$ cat src/rtl/core/utoa_pkg.sv
`timescale 1ns / 1ps
// ----------------------------------------------------------------------------
// utoa_pkg: shared constants and helpers for the binary to ASCII converter
// Sizes of the digit register and counters, and the digit to ASCII mapping.
// ----------------------------------------------------------------------------
package utoa_pkg;

  // Number of value bits that take part in the conversion (8 to 64)
  localparam int VALUE_BITS = 32;
  // Width of the value field on the input channel
  localparam int IN_VALUE_W = 32;
  localparam int CHAR_W     = 7;
  localparam int KIND_W     = 2;

  // Decimal digits of the largest value: floor(bits * log10(2)) + 1
  localparam int DEC_DIGITS = ((VALUE_BITS * 1233) >> 12) + 1;
  localparam int HEX_DIGITS = (VALUE_BITS + 3) / 4;
  localparam int NUM_DIGITS = (DEC_DIGITS > HEX_DIGITS) ? DEC_DIGITS : HEX_DIGITS;
  localparam int DIGIT_REG_W = NUM_DIGITS * 4;
  localparam int REM_W       = $clog2(NUM_DIGITS + 1);
  localparam int BIT_CNT_W   = $clog2(VALUE_BITS);

  // Mode codes on the kind field
  localparam logic [KIND_W-1:0] KIND_DEC = 2'd0;

  localparam logic [CHAR_W-1:0] CHAR_ZERO  = 7'd48;
  localparam logic [CHAR_W-1:0] CHAR_LOWER = 7'd97;
  localparam logic [CHAR_W-1:0] CHAR_UPPER = 7'd65;
  localparam logic [3:0]        DIGIT_TEN  = 4'd10;

  // Map one digit (0 to 15) onto its ASCII character
  function automatic logic [CHAR_W-1:0] digit_char(input logic [3:0] digit,
                                                    input logic       upper);
    logic [CHAR_W-1:0] letter_base;
    letter_base = upper ? CHAR_UPPER : CHAR_LOWER;
    if (digit < DIGIT_TEN) begin
      return CHAR_ZERO + CHAR_W'(digit);
    end else begin
      return letter_base + CHAR_W'(digit - DIGIT_TEN);
    end
  endfunction

endpackage

$ cat src/rtl/core/utoa_if.sv
`timescale 1ns / 1ps
// ----------------------------------------------------------------------------
// utoa_if: item channels of the binary to ASCII converter
// Input channel carries value and mode; output channel carries characters.
// ----------------------------------------------------------------------------
interface utoa_in_if import utoa_pkg::*; ();
  logic                  valid;
  logic                  ready;
  logic [IN_VALUE_W-1:0] value;
  logic [KIND_W-1:0]     kind;

  modport source (output valid, output value, output kind, input ready);
  modport sink   (input valid, input value, input kind, output ready);
endinterface

interface utoa_out_if import utoa_pkg::*; ();
  logic              valid;
  logic              ready;
  logic [CHAR_W-1:0] char_code;
  logic              last;

  modport source (output valid, output char_code, output last, input ready);
  modport sink   (input valid, input char_code, input last, output ready);
endinterface

$ cat src/rtl/core/unsigned_to_ascii_digits.sv
`timescale 1ns / 1ps
// ----------------------------------------------------------------------------
// unsigned_to_ascii_digits: unsigned value to ASCII decimal or hex digits
// Bit-serial double dabble for decimal, direct nibble load for hex, then
// leading zero removal and one character per cycle unless stalled, MSB first.
// ----------------------------------------------------------------------------
// One item at a time. A decimal item runs through the bit-serial double
// dabble loop, which shifts one value bit per cycle into the BCD digit
// register; a hex item loads its nibbles directly. Then leading zero
// digits are dropped one by one, and the characters are emitted while the
// sink takes them. The last character of an item carries last; zero gives
// the single character '0'. A new item is taken as soon as the previous
// one's last character sits in the output register.
// ----------------------------------------------------------------------------
module unsigned_to_ascii_digits import utoa_pkg::*; (
  input  logic       clk_i,
  input  logic       rst_ni,
  utoa_in_if.sink    in_i,
  utoa_out_if.source out_o
);

  typedef enum logic [1:0] {
    ST_IDLE,
    ST_CONV,
    ST_SKIP,
    ST_EMIT
  } state_e;

  state_e                 state_q;
  logic [VALUE_BITS-1:0]  src_q;
  logic [DIGIT_REG_W-1:0] digits_q;
  logic [BIT_CNT_W-1:0]   bit_cnt_q;
  logic [REM_W-1:0]       rem_q;
  logic                   upper_q;
  logic                   out_valid_q;
  logic [CHAR_W-1:0]      char_q;
  logic                   last_q;

  logic [VALUE_BITS-1:0]  masked;
  logic [DIGIT_REG_W-1:0] digits_adj;
  logic [3:0]             top_digit;
  logic                   emit_fire;

  // Keep the low VALUE_BITS bits of the input value
  assign masked = VALUE_BITS'({{VALUE_BITS{1'b0}}, in_i.value});

  assign top_digit = digits_q[DIGIT_REG_W-1 -: 4];

  // Emit a character whenever the output register frees up
  assign emit_fire = (state_q == ST_EMIT) && (!out_valid_q || out_o.ready);

  // Add three to every BCD digit of five or more before the shift
  always_comb begin
    for (int i = 0; i < NUM_DIGITS; i++) begin
      if (digits_q[i*4 +: 4] >= 4'd5) begin
        digits_adj[i*4 +: 4] = digits_q[i*4 +: 4] + 4'd3;
      end else begin
        digits_adj[i*4 +: 4] = digits_q[i*4 +: 4];
      end
    end
  end

  assign in_i.ready      = (state_q == ST_IDLE);
  assign out_o.valid     = out_valid_q;
  assign out_o.char_code = char_q;
  assign out_o.last      = last_q;

  // Sequence conversion, leading zero removal and character output
  always_ff @(posedge clk_i or negedge rst_ni) begin
    if (!rst_ni) begin
      state_q     <= ST_IDLE;
      src_q       <= '0;
      digits_q    <= '0;
      bit_cnt_q   <= '0;
      rem_q       <= '0;
      upper_q     <= 1'b0;
      out_valid_q <= 1'b0;
      char_q      <= '0;
      last_q      <= 1'b0;
    end else begin
      // Load the output item on an emit, drop it once taken
      if (emit_fire) begin
        out_valid_q <= 1'b1;
      end else if (out_valid_q && out_o.ready) begin
        out_valid_q <= 1'b0;
      end

      unique case (state_q)
        ST_IDLE: begin
          if (in_i.valid) begin
            upper_q <= in_i.kind[1];
            rem_q   <= REM_W'(NUM_DIGITS);
            if (in_i.kind == KIND_DEC) begin
              src_q     <= masked;
              digits_q  <= '0;
              bit_cnt_q <= BIT_CNT_W'(VALUE_BITS - 1);
              state_q   <= ST_CONV;
            end else begin
              digits_q <= DIGIT_REG_W'(masked);
              state_q  <= ST_SKIP;
            end
          end
        end

        ST_CONV: begin
          // Shift one value bit into the adjusted BCD register
          digits_q  <= {digits_adj[DIGIT_REG_W-2:0], src_q[VALUE_BITS-1]};
          src_q     <= {src_q[VALUE_BITS-2:0], 1'b0};
          bit_cnt_q <= bit_cnt_q - BIT_CNT_W'(1);
          if (bit_cnt_q == '0) begin
            state_q <= ST_SKIP;
          end
        end

        ST_SKIP: begin
          // Drop leading zero digits, keep at least one
          if (top_digit == 4'd0 && rem_q > REM_W'(1)) begin
            digits_q <= {digits_q[DIGIT_REG_W-5:0], 4'd0};
            rem_q    <= rem_q - REM_W'(1);
          end else begin
            state_q <= ST_EMIT;
          end
        end

        ST_EMIT: begin
          // Advance one character whenever the output register frees up
          if (emit_fire) begin
            char_q      <= digit_char(top_digit, upper_q);
            last_q      <= (rem_q == REM_W'(1));
            digits_q    <= {digits_q[DIGIT_REG_W-5:0], 4'd0};
            rem_q       <= rem_q - REM_W'(1);
            if (rem_q == REM_W'(1)) begin
              state_q <= ST_IDLE;
            end
          end
        end

        default: begin
          state_q <= ST_IDLE;
        end
      endcase
    end
  end

`ifndef SYNTH
  // The digit count never runs out while characters are still due
  a_rem_nonzero: assert property (@(posedge clk_i) disable iff (!rst_ni)
    (state_q == ST_EMIT || state_q == ST_SKIP) |-> rem_q != '0)
    else $error("digit count empty during emit");

  // An accepted item blocks the input until its last character is in the output register
  a_busy_after_accept: assert property (@(posedge clk_i) disable iff (!rst_ni)
    (in_i.valid && in_i.ready) |=> !in_i.ready)
    else $error("input ready right after accepting an item");

  // Every emitted character is a digit or a hex letter
  a_char_range: assert property (@(posedge clk_i) disable iff (!rst_ni)
    out_o.valid |-> (out_o.char_code >= CHAR_ZERO && out_o.char_code <= 7'd102))
    else $error("character code out of range");

  // A stalled output item holds its character and last flag
  a_out_hold: assert property (@(posedge clk_i) disable iff (!rst_ni)
    (out_o.valid && !out_o.ready) |=>
    (out_o.valid && $stable(out_o.char_code) && $stable(out_o.last)))
    else $error("output item changed while stalled");
`endif

endmodule

$ cat src/flat_wrapper.sv
// flat-port wrapper written by rule: the top's interface ports become plain ports
module unsigned_to_ascii_digits_flat import utoa_pkg::*;
  (clk_i, rst_ni, in_i_valid, in_i_value, in_i_kind, in_i_ready, out_o_valid, out_o_char_code, out_o_last, out_o_ready);
  utoa_in_if in_i_i ();
  utoa_out_if out_o_i ();
  input  logic clk_i;
  input  logic rst_ni;
  input wire logic [$bits(in_i_i.valid)-1:0] in_i_valid;
  input wire logic [$bits(in_i_i.value)-1:0] in_i_value;
  input wire logic [$bits(in_i_i.kind)-1:0] in_i_kind;
  output wire logic [$bits(in_i_i.ready)-1:0] in_i_ready;
  output wire logic [$bits(out_o_i.valid)-1:0] out_o_valid;
  output wire logic [$bits(out_o_i.char_code)-1:0] out_o_char_code;
  output wire logic [$bits(out_o_i.last)-1:0] out_o_last;
  input wire logic [$bits(out_o_i.ready)-1:0] out_o_ready;
  assign in_i_i.valid = in_i_valid;
  assign in_i_i.value = in_i_value;
  assign in_i_i.kind = in_i_kind;
  assign in_i_ready = in_i_i.ready;
  assign out_o_valid = out_o_i.valid;
  assign out_o_char_code = out_o_i.char_code;
  assign out_o_last = out_o_i.last;
  assign out_o_i.ready = out_o_ready;
  unsigned_to_ascii_digits u_core (.clk_i(clk_i), .rst_ni(rst_ni), .in_i(in_i_i), .out_o(out_o_i));
endmodule
$ cat config.mk
export PLATFORM = sky130hd
export DESIGN_NAME = unsigned_to_ascii_digits_flat
export DESIGN_NICKNAME = d
export VERILOG_FILES = /design/src/rtl/core/utoa_pkg.sv /design/src/rtl/core/utoa_if.sv /design/src/rtl/core/unsigned_to_ascii_digits.sv /design/src/flat_wrapper.sv
export SDC_FILE = /design/constraint.sdc
export NUM_CORES = 1
export LEC_CHECK = 0
export BUFFER_PORTS_ARGS = -buffer_cell sky130_fd_sc_hd__buf_2
export CAP_MARGIN = 30
export CORE_MARGIN = 1.5
export CORE_UTILIZATION = 55
export CTS_CLUSTER_SIZE = 8
export DETAILED_ROUTE_END_ITERATION = 12
export PLACE_DENSITY = 0.86
export SYNTH_ARGS = -nofsm -noshare
export SYNTH_HDL_FRONTEND = slang
export SYNTH_SLANG_ARGS = --single-unit
$ cat constraint.sdc
create_clock -name clk_i -period 2.4 [get_ports clk_i]
set_clock_uncertainty 0.15 [all_clocks]
set_input_delay 0.12 -clock clk_i [delete_from_list [all_inputs] [get_ports clk_i]]
set_output_delay 0.12 -clock clk_i [all_outputs]
set_load 0.01 [all_outputs]
== Yosys cells after proc, flatten, opt, wreduce, memory -nomap -nowiden ==
Cells that the tools add are included.
Word-level totals
  register bits: 93
  word-level logic and storage cells: 101
  output and inout bits: 10
Cells by class
  reduce and logical (&&, ||, !) cells: 18
  muxes and demuxes: 36
  add/subtract/negate cells: 15
  equality and inequality tests: 11
  $lt $le $gt $ge: 12
Operator list (count)
  $pmux W40 S4: 1
  $mux W40: 3
  $mux W32: 3
  $pmux W32 S2: 1
  $mux W4: 12
  $ge A4 B3 Y1 const B: 10
  $add A4 B2 Y4 const B: 9
  $mux W2: 6
  $pmux W4 S3: 1
  $mux W5: 2
  $pmux W5 S2: 1
  $ne A2 B1 Y1 const B: 4
  $pmux W2 S4: 1
  $add A6 B4 Y7 const A: 1
  $add A7 B7 Y7: 1
  $mux W7: 1
  $mux W6: 1
  $ne A2 B2 Y1 const B: 3
  $reduce_and A3 Y1: 2
  $logic_not A5 Y1: 1
  $reduce_and A5 Y1: 1
  $sub A4 B4 Y5 const B: 1
  $sub A5 B1 Y5 const B: 1
  $eq A2 B2 Y1 const B: 2
  17 further kinds: 23

== Longest topological paths before layout ==
  depth in word-level cells: 5
  depth in mapped cells: 9

== Worst setup path before layout ==
OpenSTA, ideal clock, no wires.
  path kind: flip-flop to flip-flop
  from: reg u_core.state_q[1]
  to: reg u_core.bit_cnt_q[3]
  period minus slack after synthesis: 2.159 ns
  required time: 2.131 ns
  setup slack: 0.241 ns
  arrival: 1.890 ns
  library setup time: 0.119 ns
  stages on the path, launching flop included: 10
  cells stage by stage: dfrtp_1 -> inv_1 -> ha_1 -> buf_2 -> nand2_1 -> o21a_1 -> buf_6 -> or4_4 -> xor2_1 -> nand2_1
Between the ends
  cells in the longest elaborated chain, start to end: 3
Ends and longest elaborated chain
  start: declaration: line unsigned_to_ascii_digits.sv:29  | state_e state_q;
  start signal: assignment: line unsigned_to_ascii_digits.sv:71  | state_q <= ST_IDLE;
  start signal: assignment: line unsigned_to_ascii_digits.sv:97  | state_q <= ST_CONV;
  start signal: assignment: line unsigned_to_ascii_digits.sv:100  | state_q <= ST_SKIP;
  $logic_not A2 Y1 *
  named net in_i_ready: line flat_wrapper.sv:11  | output wire logic [$bits(in_i_i.ready)-1:0] in_i_ready;
  $ne A2 B1 Y1 (no source line) (tied with other cells)
  $reduce_and A3 Y1 (no source line)
  end signal: assignment: line unsigned_to_ascii_digits.sv:96  | bit_cnt_q <= BIT_CNT_W'(VALUE_BITS - 1);
  end signal: assignment: line unsigned_to_ascii_digits.sv:109  | bit_cnt_q <= bit_cnt_q - BIT_CNT_W'(1);
  end: declaration: line unsigned_to_ascii_digits.sv:32  | logic [BIT_CNT_W-1:0] bit_cnt_q;
Mark *: on every way through the listed nets, which the timed path passes. The rest lies on a longest branch.
A chain may end at the register's enable or synchronous reset.

== Worst setup path in the final report ==
  from: reg u_core.state_q[1]
  to: reg u_core.digits_q[10]
Between the ends
  cells in the longest elaborated chain, start to end: 4
Ends and longest elaborated chain
  $eq A2 B2 Y1: line unsigned_to_ascii_digits.sv:50, unsigned_to_ascii_digits.sv:88
  $logic_and A1 B1 Y1: line unsigned_to_ascii_digits.sv:50  | assign emit_fire = (state_q == ST_EMIT) && (!out_valid_q || out_o.ready);
  $ne A2 B1 Y1 (no source line)
  $reduce_and A3 Y1 (no source line)
  end signal: assignment: line unsigned_to_ascii_digits.sv:99  | digits_q <= DIGIT_REG_W'(masked);
  end signal: assignment: line unsigned_to_ascii_digits.sv:107  | digits_q <= {digits_adj[DIGIT_REG_W-2:0], src_q[VALUE_BITS-1]};
  end signal: assignment: line unsigned_to_ascii_digits.sv:118  | digits_q <= {digits_q[DIGIT_REG_W-5:0], 4'd0};
  end: declaration: line unsigned_to_ascii_digits.sv:31  | logic [DIGIT_REG_W-1:0] digits_q;
Parallel ways exist; a longest one is shown, timed or not.

==> flow_metrics.tcl <==
set metrics [dict create \
    ir_drop_v 0.000684 \
    rsz0062_at_grt "no" \
    num_antenna_cells 0 \
    via_per_inst 6.04 \
    place.gp.congestion 0.900 \
    ios 48 \
    yosysTopAreaCellShare 0.421 \
    clk_latency_ns 0.38 \
    drtIter0Drc 359 \
    grt_pass1_vias 4805 \
    hold_viol_final 0 \
    clock_sinks 93 \
    hpwlAfterDp_um 9150 \
    grt_pass1_wl_um 22900 \
    die-area_um2 10700 \
    drv_slew 0 \
    antenna_found_initial 0 \
    synth_fp_nets 676 \
    worst_slack_ns 0.0715 \
    drc_errors 0 \
    dp_slack_ns 0.0109 \
    cts_buffer_depth 2 \
    syn_avg_cell_area_um2 9.13 \
    dr.pass1.iters 8 \
    fin_setup_tns_ns 0 \
    syn_area_um2 5530 \
    clockPowerShare 0.130 \
    ys_ff_latch 93 \
    synthTopCellsByArea "dfrtp_1 42%, o21ai_0 7.6%, ha_1 7.5%" \
    postPlaceCellArea_um2 5930 \
    synth-async-reset-ratio 1.00 \
    rows 36 \
    grt_use_total 0.276 \
    crit_path_end_kind "register" \
    synth_edf_count 0 \
    synthDistinctLibCells 51 \
    cts_max_level 3 \
    cts_tree "yes" \
    synth_warnings 0 \
    nets 749 \
    final_area_um2 6540 \
    overflow 0 \
    worst-endpoint-arrival_ns 2.50 \
    synth_cells 605 \
    intPower_uw 4950 \
    postLayoutCoreUtil 0.669 \
    worstHoldPathType "in -> reg" \
    initial_core_util 0.565 \
    vias 4930 \
    portBuffers 47 \
    crit_required_ns 2.57 \
    status "finished clean" \
    critPathKind "reg -> reg" \
    p_per_area_nw_per_um2 1400 \
    tightest_slew_ns 0.613 \
    wl_per_cell_um 16.9 \
    clockRootBuffer "clkbuf_8" \
    finalCritPeriodShare 0.970 \
    drive_gt1_frac 0.146 \
    fmax_mhz 429 \
    setup_viol 0 \
    layout_commonest_cell "dfrtp_1" \
    maxSlewHeadroom 0.592 \
    critPathMaxFanout 16 \
    coreArea_um2 9770 \
    combPwrFrac 0.546 \
    final_cell_mix "93 x dfrtp_1, 84 x o21ai_0, 82 x nand2_1, 46 x buf_2, 37 x a21oi_1" \
    seq_power_share 0.325 \
    ys.flop_type "dfrtp_1" \
    period_minus_slack_ns 2.33 \
    cap_violations 0 \
    antenna_left 0 \
    die_y_um 103 \
    routed_wl_um 13800 \
    swShare 0.459 \
    die_width_um 103 \
    cts_setup_buffers 0 \
    path_clk_slew_ns 0.10 \
    switching_power_uw 4200 \
    worstSetupStartpointType "register" \
    yosys.area.top_type "dfrtp_1" \
    p_leak_uw 0.00284 \
    ys_seq_area_frac 0.421 \
    cts_buffers 9 \
    grt_max_degree 47 \
    area_delta_synth_final_pct 18.4 \
]
## per-stage QoR
| step | hold WS [ns] | std cells | power (µW) |
|---|---|---|---|
| 2_1_floorplan | -0.326 | 605 | 6410 |
| 5_1_grt | 0.0888 | 816 | 9870 |
| 3_5_place_dp | 0.0242 | 765 | 7680 |
| 3_3_place_gp | 0.0219 | 765 | 7350 |
| 6_report | 0.0752 | 816 | 9140 |
| 4_1_cts | 0.0553 | 816 | 8980 |
## sequential cells by signal, summed over array words and instances, names as in the netlist
name and cells:
u_core.bit_cnt_q 5, u_core.digits_q 40, u_core.out_o.char_code 7, u_core.out_o.last 1, u_core.out_o.valid 1, u_core.rem_q 4, u_core.src_q 32, u_core.state_q 2
u_core.upper_q 1
## power groups by stage
| stage | Sequential, µW | Clock (µW) | Combinational (µW) |
|---|---|---|---|
| global placement | 2910 | 0 | 4440 |
| detailed placement | 2960 | 0 | 4720 |
| floorplan | 2780 | 0 | 3630 |
| finish | 2970 | 1190 | 4990 |
| global route | 3060 | 1260 | 5550 |
| CTS | 2940 | 1200 | 4840 |
## kinds of logic after synthesis
family	count (synthesis)	synth area share
xor+xnor	18	0.0285
mux	38	0.0695
compound gates	194	0.222
simple gates	157	0.130
buf+inv	72	0.0537
flops	93	0.421
fa+ha+maj	33	0.0747
## layout make-up
cell class              instances  area (µm²)
multi-input cells             440        2950
clock inverters                 6        93.8
inverters                      35         131
repair buffers                 99         748
fillers                       725        3230
well taps                     133         166
clock buffers                  10         128
flip-flops and latches         93        2330
## worst paths after layout
check | startpoint | endpoint | slack [ns] | cells after the start
hold / removal | in_i_valid | u_core.upper_q$_DFFE_PN0P_ | 0.08 | 3
setup / recovery | u_core.state_q[1]$_DFFE_PN0P_ | u_core.digits_q[10]$_DFFE_PN0P_ | 0.07 | 7
max in group asynchronous | rst_ni | u_core.digits_q[28]$_DFFE_PN0P_ | 1.28 | 3
min in group asynchronous | rst_ni | u_core.out_o.char_code[6]$_DFFE_PN0P_ | 0.15 | 2
hold reg to reg | u_core.out_o.last$_DFFE_PN0P_ | u_core.out_o.last$_DFFE_PN0P_ | 0.33 | 2
setup reg to reg | u_core.state_q[1]$_DFFE_PN0P_ | u_core.digits_q[10]$_DFFE_PN0P_ | 0.07 | 7
## metal layers
layer,GRT usage,wire (µm),share of wire
met1,0.356,5690,0.41
met2,0.475,6950,0.50
met3,0.0316,811,0.059
met4,0.117,319,0.023
met5,0,0,0
## cells in the mapped netlist, types with 6 or more instances
master,number
ha_1,33
nand2_1,82
clkbuf_1,20
xor2_1,6
a31oi_1,13
mux2i_1,35
a221oi_1,13
a222oi_1,7
a32o_1,7
nand2b_1,16
a22oi_1,6
buf_2,15
nor3_1,17
inv_1,35
o21ai_0,84
dfrtp_1,93
nor2_1,25
xnor2_1,12
a21oi_1,37
## critical path, stage by stage (launching register included)
cell and delay (ns):
dfrtp_1 0.42, inv_1 0.17, ha_2 0.39, nand2b_4 0.20, a2111oi_0 0.47, a221oi_1 0.14, o311ai_0 0.16, o21a_1 0.17
## what timing repair did
item                       4_1_cts  5_1_grt
setup endpoints to repair       19       33
resized for setup                2        6
hold buffers                    35        0
hold endpoints to repair        98        0
cloned                           0        0
pin swaps                        0        0
Note: power is estimated with default switching activity, not from simulation.
